**src/rtl/core/dmst_pkg.sv**
```systemverilog
// package for the duplicate-checking message slot table
// holds status and operation codes and parameter defaults; no dependencies
`timescale 1ns / 1ps

package dmst_pkg;

  // parameter defaults
  localparam int SlotCountDef = 16;
  localparam int TextBytesDef = 32;

  // operation codes
  localparam logic [1:0] OpAdd    = 2'd0;
  localparam logic [1:0] OpGet    = 2'd1;
  localparam logic [1:0] OpDelete = 2'd2;

  // result status codes
  localparam logic [2:0] StAdded     = 3'd0;
  localparam logic [2:0] StDup       = 3'd1;
  localparam logic [2:0] StFull      = 3'd2;
  localparam logic [2:0] StFound     = 3'd3;
  localparam logic [2:0] StNotFound  = 3'd4;
  localparam logic [2:0] StDeleted   = 3'd5;
  localparam logic [2:0] StBadIndex  = 3'd6;
  localparam logic [2:0] StBadClient = 3'd7;

endpackage

```
**src/rtl/core/dedup_message_slot_table.sv**
```systemverilog
// message slot table with duplicate check on add, get by client, delete by index
// depends on dmst_pkg
//
//  channel | direction | handshake                 | payload
//  in      | input     | in_valid_i / in_stall_o   | opcode, sender_id, content_byte, slot_index
//  out     | output    | out_valid_o / out_stall_i | status, slot_out, text_byte, last
//
// an add byte that is not a terminator is staged directly; a delete or a reject is answered straight from idle.
// a terminator scans the slots one per cycle, and for each slot of the same client reads then
// checks each byte compared (S_DUP_RD, S_DUP_CHK); it then scans one slot per cycle for a
// free one, reads then writes each byte to copy (S_CP_RD, S_CP_WR) and answers from S_RESP.
// a get scans one slot per cycle, then reads and sends each byte, or answers not found.
// reset empties every slot and the staging buffer at once; no clearing pass is needed.
// a stalled output holds the block: the next item is taken only when the result can leave.
`timescale 1ns / 1ps

module dedup_message_slot_table #(
  parameter int SlotCount = dmst_pkg::SlotCountDef,
  parameter int TextBytes = dmst_pkg::TextBytesDef
) (
  input  logic       clk_i,
  input  logic       rst_ni,
  input  logic       in_valid_i,
  output logic       in_stall_o,
  input  logic [1:0] opcode_i,
  input  logic [7:0] sender_id_i,
  input  logic [7:0] content_byte_i,
  input  logic [7:0] slot_index_i,
  output logic       out_valid_o,
  input  logic       out_stall_i,
  output logic [2:0] status_o,
  output logic [3:0] slot_out_o,
  output logic [7:0] text_byte_o,
  output logic       last_o
);
  import dmst_pkg::*;

  localparam int SW = (SlotCount > 1) ? $clog2(SlotCount) : 1;
  localparam int PW = $clog2(TextBytes);
  localparam int AW = (SlotCount * TextBytes > 1) ? $clog2(SlotCount * TextBytes) : 1;
  localparam logic [SW-1:0] SlotLast = SW'(SlotCount - 1);
  localparam logic [PW-1:0] PosLast  = PW'(TextBytes - 1);

  typedef enum logic [3:0] {
    S_IDLE, S_DUP_SCAN, S_DUP_RD, S_DUP_CHK, S_FREE_SCAN, S_CP_RD, S_CP_WR,
    S_GET_SCAN, S_GET_RD, S_GET_OUT, S_RESP
  } state_e;

  state_e           state_q;
  logic [7:0]       owner_q [SlotCount];
  logic [PW-1:0]    len_q;
  logic             overlong_q;
  logic [7:0]       client_q;
  logic [SW-1:0]    slot_q;
  logic [PW-1:0]    pos_q;
  logic [2:0]       resp_status_q;
  logic [SW-1:0]    resp_slot_q;
  logic             out_valid_q;
  logic [2:0]       status_q;
  logic [3:0]       slot_out_q;
  logic [7:0]       text_byte_q;
  logic             last_q;

  // memories
  logic [7:0]       text_mem [SlotCount * TextBytes];
  logic [7:0]       stag_mem [TextBytes];
  logic [7:0]       text_rd_q;
  logic [7:0]       stag_rd_q;

  logic             accept;
  logic             out_free;
  logic [AW-1:0]    rd_addr;
  logic [7:0]       exp_byte;
  logic             text_we;
  logic [AW-1:0]    text_waddr;
  logic [7:0]       text_wdata;
  logic             stag_we;
  logic             idx_ok;
  logic             get_end;

  assign out_free   = !out_valid_q || !out_stall_i;
  assign in_stall_o = (state_q != S_IDLE) || !out_free;
  assign accept     = in_valid_i && !in_stall_o;

  // address of the current slot byte and the staged byte it is compared with
  assign rd_addr  = AW'(int'(slot_q) * TextBytes + int'(pos_q));
  assign exp_byte = (pos_q == len_q) ? 8'd0 : stag_rd_q;
  assign idx_ok   = {1'b0, slot_index_i} < 9'(SlotCount);
  assign get_end  = (text_rd_q == 8'd0) || (pos_q == PosLast);

  // write port of the text memory: copy on add, terminator at offset zero on delete
  always_comb begin
    text_we    = 1'b0;
    text_waddr = rd_addr;
    text_wdata = exp_byte;
    if (state_q == S_CP_WR) begin
      text_we = 1'b1;
    end else if (accept && opcode_i == OpDelete && idx_ok) begin
      text_we    = 1'b1;
      text_waddr = AW'(int'(slot_index_i[SW-1:0]) * TextBytes);
      text_wdata = 8'd0;
    end
  end

  assign stag_we = accept && opcode_i == OpAdd && content_byte_i != 8'd0 && len_q < PosLast;

  always_ff @(posedge clk_i) begin
    if (text_we) begin
      text_mem[text_waddr] <= text_wdata;
    end
    text_rd_q <= text_mem[rd_addr];
  end

  always_ff @(posedge clk_i) begin
    if (stag_we) begin
      stag_mem[len_q] <= content_byte_i;
    end
    stag_rd_q <= stag_mem[pos_q];
  end

  // control, slot owners and output register
  always_ff @(posedge clk_i or negedge rst_ni) begin
    if (!rst_ni) begin
      state_q       <= S_IDLE;
      for (int i = 0; i < SlotCount; i++) owner_q[i] <= 8'd0;
      len_q         <= '0;
      overlong_q    <= 1'b0;
      client_q      <= 8'd0;
      slot_q        <= '0;
      pos_q         <= '0;
      resp_status_q <= StAdded;
      resp_slot_q   <= '0;
      out_valid_q   <= 1'b0;
      status_q      <= StAdded;
      slot_out_q    <= 4'd0;
      text_byte_q   <= 8'd0;
      last_q        <= 1'b0;
    end else begin
      if (out_valid_q && !out_stall_i) begin
        out_valid_q <= 1'b0;
      end
      unique case (state_q)
        S_IDLE: begin
          if (accept) begin
            case (opcode_i)
              OpAdd: begin
                if (content_byte_i != 8'd0) begin
                  if (len_q < PosLast) len_q <= len_q + 1'b1;
                  else overlong_q <= 1'b1;
                end else if (sender_id_i == 8'd0) begin
                  len_q       <= '0;
                  overlong_q  <= 1'b0;
                  out_valid_q <= 1'b1;
                  status_q    <= StBadClient;
                  slot_out_q  <= 4'd0;
                  text_byte_q <= 8'd0;
                  last_q      <= 1'b1;
                end else begin
                  client_q <= sender_id_i;
                  slot_q   <= '0;
                  state_q  <= S_DUP_SCAN;
                end
              end
              OpGet: begin
                if (sender_id_i == 8'd0) begin
                  out_valid_q <= 1'b1;
                  status_q    <= StBadClient;
                  slot_out_q  <= 4'd0;
                  text_byte_q <= 8'd0;
                  last_q      <= 1'b1;
                end else begin
                  client_q <= sender_id_i;
                  slot_q   <= '0;
                  state_q  <= S_GET_SCAN;
                end
              end
              OpDelete: begin
                out_valid_q <= 1'b1;
                text_byte_q <= 8'd0;
                last_q      <= 1'b1;
                if (idx_ok) begin
                  owner_q[slot_index_i[SW-1:0]] <= 8'd0;
                  status_q   <= StDeleted;
                  slot_out_q <= slot_index_i[3:0];
                end else begin
                  status_q   <= StBadIndex;
                  slot_out_q <= 4'd0;
                end
              end
              default: begin
              end
            endcase
          end
        end
        // look for a slot of this client holding the same text
        S_DUP_SCAN: begin
          if (owner_q[slot_q] == client_q && !overlong_q) begin
            pos_q   <= '0;
            state_q <= S_DUP_RD;
          end else if (slot_q == SlotLast) begin
            slot_q  <= '0;
            state_q <= S_FREE_SCAN;
          end else begin
            slot_q <= slot_q + 1'b1;
          end
        end
        S_DUP_RD: state_q <= S_DUP_CHK;
        S_DUP_CHK: begin
          if (text_rd_q != exp_byte) begin
            if (slot_q == SlotLast) begin
              slot_q  <= '0;
              state_q <= S_FREE_SCAN;
            end else begin
              slot_q  <= slot_q + 1'b1;
              state_q <= S_DUP_SCAN;
            end
          end else if (pos_q == len_q) begin
            len_q         <= '0;
            overlong_q    <= 1'b0;
            resp_status_q <= StDup;
            resp_slot_q   <= '0;
            state_q       <= S_RESP;
          end else begin
            pos_q   <= pos_q + 1'b1;
            state_q <= S_DUP_RD;
          end
        end
        // lowest empty slot takes the text
        S_FREE_SCAN: begin
          if (owner_q[slot_q] == 8'd0) begin
            owner_q[slot_q] <= client_q;
            pos_q           <= '0;
            state_q         <= S_CP_RD;
          end else if (slot_q == SlotLast) begin
            len_q         <= '0;
            overlong_q    <= 1'b0;
            resp_status_q <= StFull;
            resp_slot_q   <= '0;
            state_q       <= S_RESP;
          end else begin
            slot_q <= slot_q + 1'b1;
          end
        end
        S_CP_RD: state_q <= S_CP_WR;
        S_CP_WR: begin
          if (pos_q == len_q) begin
            len_q         <= '0;
            overlong_q    <= 1'b0;
            resp_status_q <= StAdded;
            resp_slot_q   <= slot_q;
            state_q       <= S_RESP;
          end else begin
            pos_q   <= pos_q + 1'b1;
            state_q <= S_CP_RD;
          end
        end
        // lowest slot owned by the client
        S_GET_SCAN: begin
          if (owner_q[slot_q] == client_q) begin
            pos_q   <= '0;
            state_q <= S_GET_RD;
          end else if (slot_q == SlotLast) begin
            resp_status_q <= StNotFound;
            resp_slot_q   <= '0;
            state_q       <= S_RESP;
          end else begin
            slot_q <= slot_q + 1'b1;
          end
        end
        S_GET_RD: state_q <= S_GET_OUT;
        S_GET_OUT: begin
          if (out_free) begin
            out_valid_q <= 1'b1;
            status_q    <= StFound;
            slot_out_q  <= 4'(slot_q);
            text_byte_q <= get_end ? 8'd0 : text_rd_q;
            last_q      <= get_end;
            if (get_end) begin
              state_q <= S_IDLE;
            end else begin
              pos_q   <= pos_q + 1'b1;
              state_q <= S_GET_RD;
            end
          end
        end
        S_RESP: begin
          if (out_free) begin
            out_valid_q <= 1'b1;
            status_q    <= resp_status_q;
            slot_out_q  <= 4'(resp_slot_q);
            text_byte_q <= 8'd0;
            last_q      <= 1'b1;
            state_q     <= S_IDLE;
          end
        end
        default: state_q <= S_IDLE;
      endcase
    end
  end

  assign out_valid_o = out_valid_q;
  assign status_o    = status_q;
  assign slot_out_o  = slot_out_q;
  assign text_byte_o = text_byte_q;
  assign last_o      = last_q;

  // checks
  a_accept_idle: assert property (@(posedge clk_i) disable iff (!rst_ni)
    accept |-> state_q == S_IDLE) else $error("item taken while busy");
  a_len_range: assert property (@(posedge clk_i) disable iff (!rst_ni)
    len_q <= PosLast) else $error("staging length out of range");
  a_single_last: assert property (@(posedge clk_i) disable iff (!rst_ni)
    out_valid_q && status_q != StFound |-> last_q) else $error("lone result not last");
  a_byte_zero: assert property (@(posedge clk_i) disable iff (!rst_ni)
    out_valid_q && status_q != StFound |-> text_byte_q == 8'd0)
    else $error("text byte on non-found result");
  a_end_to_idle: assert property (@(posedge clk_i) disable iff (!rst_ni)
    state_q == S_RESP && out_free |=> state_q == S_IDLE) else $error("response not closed");

endmodule
```
**config.mk**
```make
export PLATFORM = sky130hd
export DESIGN_NAME = dedup_message_slot_table
export DESIGN_NICKNAME = d
export VERILOG_FILES = /design/src/rtl/core/dmst_pkg.sv /design/src/rtl/core/dedup_message_slot_table.sv
export SDC_FILE = /design/constraint.sdc
export NUM_CORES = 2
export LEC_CHECK = 0
export ABC_AREA = 1
export BUFFER_PORTS_ARGS = -buffer_cell sky130_fd_sc_hd__buf_4
export CORE_ASPECT_RATIO = 1.5
export CORE_UTILIZATION = 50
export CTS_CLUSTER_SIZE = 16
export DETAILED_ROUTE_END_ITERATION = 8
export PLACE_DENSITY_LB_ADDON = 0.08
export SLEW_MARGIN = 20
export SYNTH_ARGS = -nofsm -noshare
export SYNTH_HDL_FRONTEND = slang
export SYNTH_MEMORY_MAX_BITS = 65536
export SYNTH_SLANG_ARGS = --single-unit
```
**constraint.sdc**
```tcl
create_clock -name clk_i -period 25 [get_ports clk_i]
set_input_delay 5 -clock clk_i [delete_from_list [all_inputs] [get_ports clk_i]]
set_output_delay 5 -clock clk_i [all_outputs]
set_load 0.01 [all_outputs]
```
Word level (Yosys, flattened, before mapping). Memories as Yosys holds them, arrays and structs flattened. A register that Yosys moved wholly into a read port is not among the register bits. Index checks and enable logic that the tools add are counted. W data, S select, Z words.

Register bits after elaboration: 179. Output and inout bits: 18. Bits in writable memories: 4352. Word-level logic and storage cells: 271. Memories kept: 2. Bits of input ports: 30.

Memories: text_mem (words 512, bits a word 8, read ports 1, clocked after Yosys merged registers in 1, wr ports 1, line dedup_message_slot_table.sv:65) `logic [7:0] text_mem [SlotCount * TextBytes];`; stag_mem (words 32, bits a word 8, read ports 1, clocked after Yosys merged registers in 1, wr ports 1, line dedup_message_slot_table.sv:66) `logic [7:0] stag_mem [TextBytes];`.

Bitwise operators: 4. Add/sub/neg operators: 4. Multiplexer cells: 137. Order comparisons: 6. Reduce and logical (&&, ||, !) cells: 43. Equality and inequality tests: 46.

Operators with widths (count): $mux W128 (4); $pmux W128 S2 (1); $mux W4 (36); $and A128 B128 Y128 (1); $bwmux W128 (1); $not A128 Y128 (1); $mux W8 (15); $mux W5 (16); $demux W8 S4 (2); $pmux W8 S3 (2); $pmux W4 S11 (1); $ne A2 B2 Y1 const B (20); $reduce_and A8 Y1 (5); $mux W3 (13); $bmux W8 S4 (1); $pmux W5 S6 (1); $mux W1 (25); $logic_not A8 Y1 (3); $pmux W4 S3 (2); $ne A3 B3 Y1 const B (7); $pmux W4 S5 (1); $pmux W5 S4 (1); $mux W9 (2); $pmux W3 S3 (2); 44 further kinds (77).

Longest topological paths before layout.
Depth in word-level cells: 12. Gate-level depth with buffers: 20. Depth with buffers taken out: 18.

Least setup slack after synthesis. No wires, ideal clock.

Path type: input port to flip-flop. Start: input port out_stall_i. End: memory text_mem[0][0], data pin. Required time: 22.425 ns. Stages: 7. Slack: 5.068 ns. Setup time: 2.575 ns. Data arrival time: 17.357 ns. Buffers on the path: 1. Cell sequence: nand2_1 > nand3_2 > inv_2 > nand2_4 > inv_6 > buf_2 > nor2_1.

Cells in the longest elaborated chain, start to end: 10.

RTL lines: start: declaration (line dedup_message_slot_table.sv:30) `input logic out_stall_i,`; $logic_not A1 Y1 (line dedup_message_slot_table.sv:81) `assign out_free = !out_valid_q || !out_stall_i;`; $logic_or A1 B1 Y1 (line dedup_message_slot_table.sv:81); $logic_not A1 Y1 (line dedup_message_slot_table.sv:82) `assign in_stall_o = (state_q != S_IDLE) || !out_free;`; $logic_or A1 B1 Y1 (line dedup_message_slot_table.sv:82); $logic_not A1 Y1 (line dedup_message_slot_table.sv:83) `assign accept = in_valid_i && !in_stall_o;`; $logic_and A1 B1 Y1 (line dedup_message_slot_table.sv:83); $logic_and A1 B1 Y1 (2 in series) (line dedup_message_slot_table.sv:98) `end else if (accept && opcode_i == OpDelete && idx_ok) begin`; $mux W8 (line dedup_message_slot_table.sv:98); $mux W8 (line dedup_message_slot_table.sv:96) `if (state_q == S_CP_WR) begin`; named net text_wdata[0] (line dedup_message_slot_table.sv:76) `logic [7:0] text_wdata;`; end: declaration (line dedup_message_slot_table.sv:65).

The timed path passes the listed nets, and every way through them passes these cells.

Worst setup path after layout.
Start: input port out_stall_i. End: output port in_stall_o.

Cells in the longest elaborated chain, start to end: 4.

RTL lines: $logic_not A1 Y1 (line dedup_message_slot_table.sv:81); $logic_or A1 B1 Y1 (line dedup_message_slot_table.sv:81); $logic_not A1 Y1 (line dedup_message_slot_table.sv:82); $logic_or A1 B1 Y1 (line dedup_message_slot_table.sv:82); end: declaration (line dedup_message_slot_table.sv:24) `output logic in_stall_o,`.

Every way passes these cells.

==> results.json <==
{
  "vias": 121905,
  "dr.pass1.iters": 6,
  "finalCritPeriodShare": 0.421,
  "syn2layout_area_growth_pct": 9.96,
  "n_fill_cell": 29947,
  "antenna_found_initial": 13,
  "cts_tree": "built",
  "ys_warn_count": 0,
  "nNetsFinal": 14505,
  "synth_cells": 14882,
  "p_leak_nw": 65.5,
  "seqCellArea_sq_um": 136000,
  "synth_top_family_by_area": "compound AO/OA/AOI/OAI gates",
  "syn_area_sq_um": 183000,
  "start_util": 0.503,
  "dpl.cell_count": 18822,
  "rsz0062_at_grt": "false",
  "synth-edff-count": 4352,
  "path_clk_slew_ns": 0.06,
  "outcome": "completed",
  "die_area_sq_um": 368000,
  "ir_worst_vdd_uv": 80.2,
  "syn-num-nets": 14922,
  "core-area_sq_um": 363000,
  "root_buffer": "clkbuf_16",
  "period_minus_slack_ns": 10.53,
  "cp.depth": 4,
  "place_congestion": 0.962,
  "synth_top_area_share": 0.716,
  "numClockSinks": 4547,
  "synth_cell_types": 48,
  "synth-simple-area-share": 0.109,
  "final-max-slew-violation-count": 0,
  "skew_ns": 0.0400,
  "cts_buffers": 418,
  "final-instance-count-excl-fill": 19599,
  "overflow": 0,
  "fmax_mhz": 95.0,
  "wirelength_mm": 567,
  "worstSetupEndpointType": "output pin",
  "numPortBuffers": 47,
  "slowest_stage": "nand2_1",
  "async_flop_share": 0.0394,
  "worstRegToRegCells": 11,
  "grt_pass1_vias": 121478,
  "synthMuxAreaShare": 0.0000548,
  "drtAntennaViolNets": 0,
  "synth_most_common_cell": "edfxtp_1",
  "synthXorXnorAreaFrac": 0.000384,
  "critical_path.top_delay_family": "simple AND/OR/NAND/NOR gates",
  "worstSetupStartpointType": "primary input",
  "max_cap_viol_count": 0,
  "ctsHoldBuffers": 0,
  "tightestPinTransition_ns": 1.34,
  "post_cts_resized": 0,
  "reg2reg_setup_slack_ns": 17.85,
  "num_rows": 271,
  "dpl.hpwl_mm": 332,
  "drt-initial-drc-count": 14526,
  "wl_per_cell_um": 28.9,
  "avgSynthCellArea_sq_um": 12.3,
  "clk-insertion-delay-late_ns": 0.96,
  "multi_input_area_sq_um": 41900,
  "die_w_um": 495,
  "post_cts_buffers": 0,
  "drc": 0,
  "path_class": "primary input to output pin",
  "grt_max_degree": 252,
  "maxSlewHeadroom": 0.103,
  "setup_viol": 0,
  "grtUsageTotal": 0.303,
  "ys_ff_latch": 4547,
  "drive_gt1_frac": 0.0642,
  "yosysSeqAreaShare": 0.742,
  "cp_max_fo": 5,
  "fp.dieH_um": 742,
  "ioPinCount": 48,
  "cp.arrival_ns": 5.53,
  "htreeDepth": 5,
  "synth_top_area_cell": "edfxtp_1",
  "yosys-top-cells-count": "edfxtp_1, nor2_1, o21ai_0, nand2_1, o22ai_1",
  "hold_depth": 2,
  "viasPerCell": 6.22,
  "path_buf_inv": 2,
  "cp.required_ns": 20.00,
  "synth-compound-area-share": 0.118,
  "slowest_delay_ns": 0.17,
  "clk_path_buf_depth": 4,
  "hold_path.class": "flip-flop to flip-flop",
  "hold_viol": 0,
  "yosys-top-cells-area": "edfxtp_1, o21ai_0, nor2_1",
  "grt_pass1_wl_mm": 815,
  "tns_ns": 0,
  "synth-main-ff-cell": "edfxtp_1",
  "crit_chain": "buf_4 -> nand2_1 -> nand2_1 -> buf_4",
  "synthAdderAreaFrac": 0.000685,
  "power_density_nw_per_um2": 97.2
}
==> per-stage QoR <==
step	util	total power [mW]	cell area [sq um]	hold slack, ns	setup WS, ns
finish	0.553	19.5	201000	0.492	14.47
global route	0.553	20.1	201000	0.527	14.41
CTS	0.553	19.6	201000	0.496	14.48
detailed placement	0.514	13.1	187000	0.478	14.48
global placement	0.514	13.1	187000	0.473	14.51
floorplan	-	12.0	183000	0.442	5.07
==> cell usage in the layout, fill, tap and decap left out, types with 68 or more instances in the layout <==
cell type,instances
o32ai_1,117
a21oi_1,274
o21ai_0,2388
clkbuf_16,429
inv_1,344
buf_4,202
clkinv_2,75
edfxtp_1,4352
nand2_1,1422
dfrtp_1,173
o22ai_1,1029
clkbuf_1,68
nand3_1,384
nor2_1,2885
nand4_1,223
==> final cells by class <==
cell class | count | area share
multi-input cells | 8909 | 0.209
well taps | 4777 | 0.0298
repair buffers | 227 | 0.0100
clock buffers | 506 | 0.0553
inverters | 362 | 0.00699
flip-flops and latches | 4547 | 0.675
diodes | 6 | 0.0000748
clock inverters | 265 | 0.0142
==> state kept, by name (all words and copies together), names as in the netlist <==
signal,flops
client_q,8
last_o,1
len_q,5
out_valid_o,1
overlong_q,1
owner_q,128
pos_q,5
resp_slot_q,4
resp_status_q,3
slot_out_o,4
slot_q,4
stag_mem,256
stag_rd_q,8
state_q,4
status_o,3
text_byte_o,8
text_mem,4096
text_rd_q,8
==> worst reg2reg max path, cell delays in order (launching register included) <==
cell,delay [ns]
dfrtp_4,1.11
inv_8,0.41
nand2_1,0.17
a21oi_1,0.08
nand3_1,0.55
nand2_1,0.41
nor2_4,0.22
buf_4,0.49
buf_4,0.77
buf_12,0.67
buf_4,1.18
buf_4,0.73
==> cell families after synthesis <==
kind of cell / Yosys count
adders and majority gates: 10
xor gates and xnor gates: 8
DFF: 4547
buffers and inverters: 1426
muxes: 1
AOI/OAI and AO/OA: 3903
and+or+nand+nor: 4987
==> worst paths after layout <==
| kind | start | end |
|---|---|---|
| max in group asynchronous | rst_ni | owner_q[119] |
| worst min register to register | resp_slot_q[2] | resp_slot_q[2] |
| worst min-delay path | resp_slot_q[2] | resp_slot_q[2] |
| worst max-delay path | out_stall_i | in_stall_o |
| min in group asynchronous | rst_ni | client_q[2] |
| worst max register to register | pos_q[0] | text_mem[483][6] |
==> layer usage <==
metal,GRT usage,vias up,wire (um),share of wire
met5,0,-,34,0.000060
met4,0.164,4,33800,0.060
met3,0.0424,1377,40200,0.071
met2,0.513,5936,279000,0.49
met1,0.375,61070,213000,0.38
li1,-,53518,-,-
==> where the power goes <==
group          switching [mW]  internal (mW)
Sequential             0.0852           9.36
Clock                    2.85           3.72
Combinational            2.91          0.578
Total                    5.85           13.7
Power figures use the tool's default switching activity.
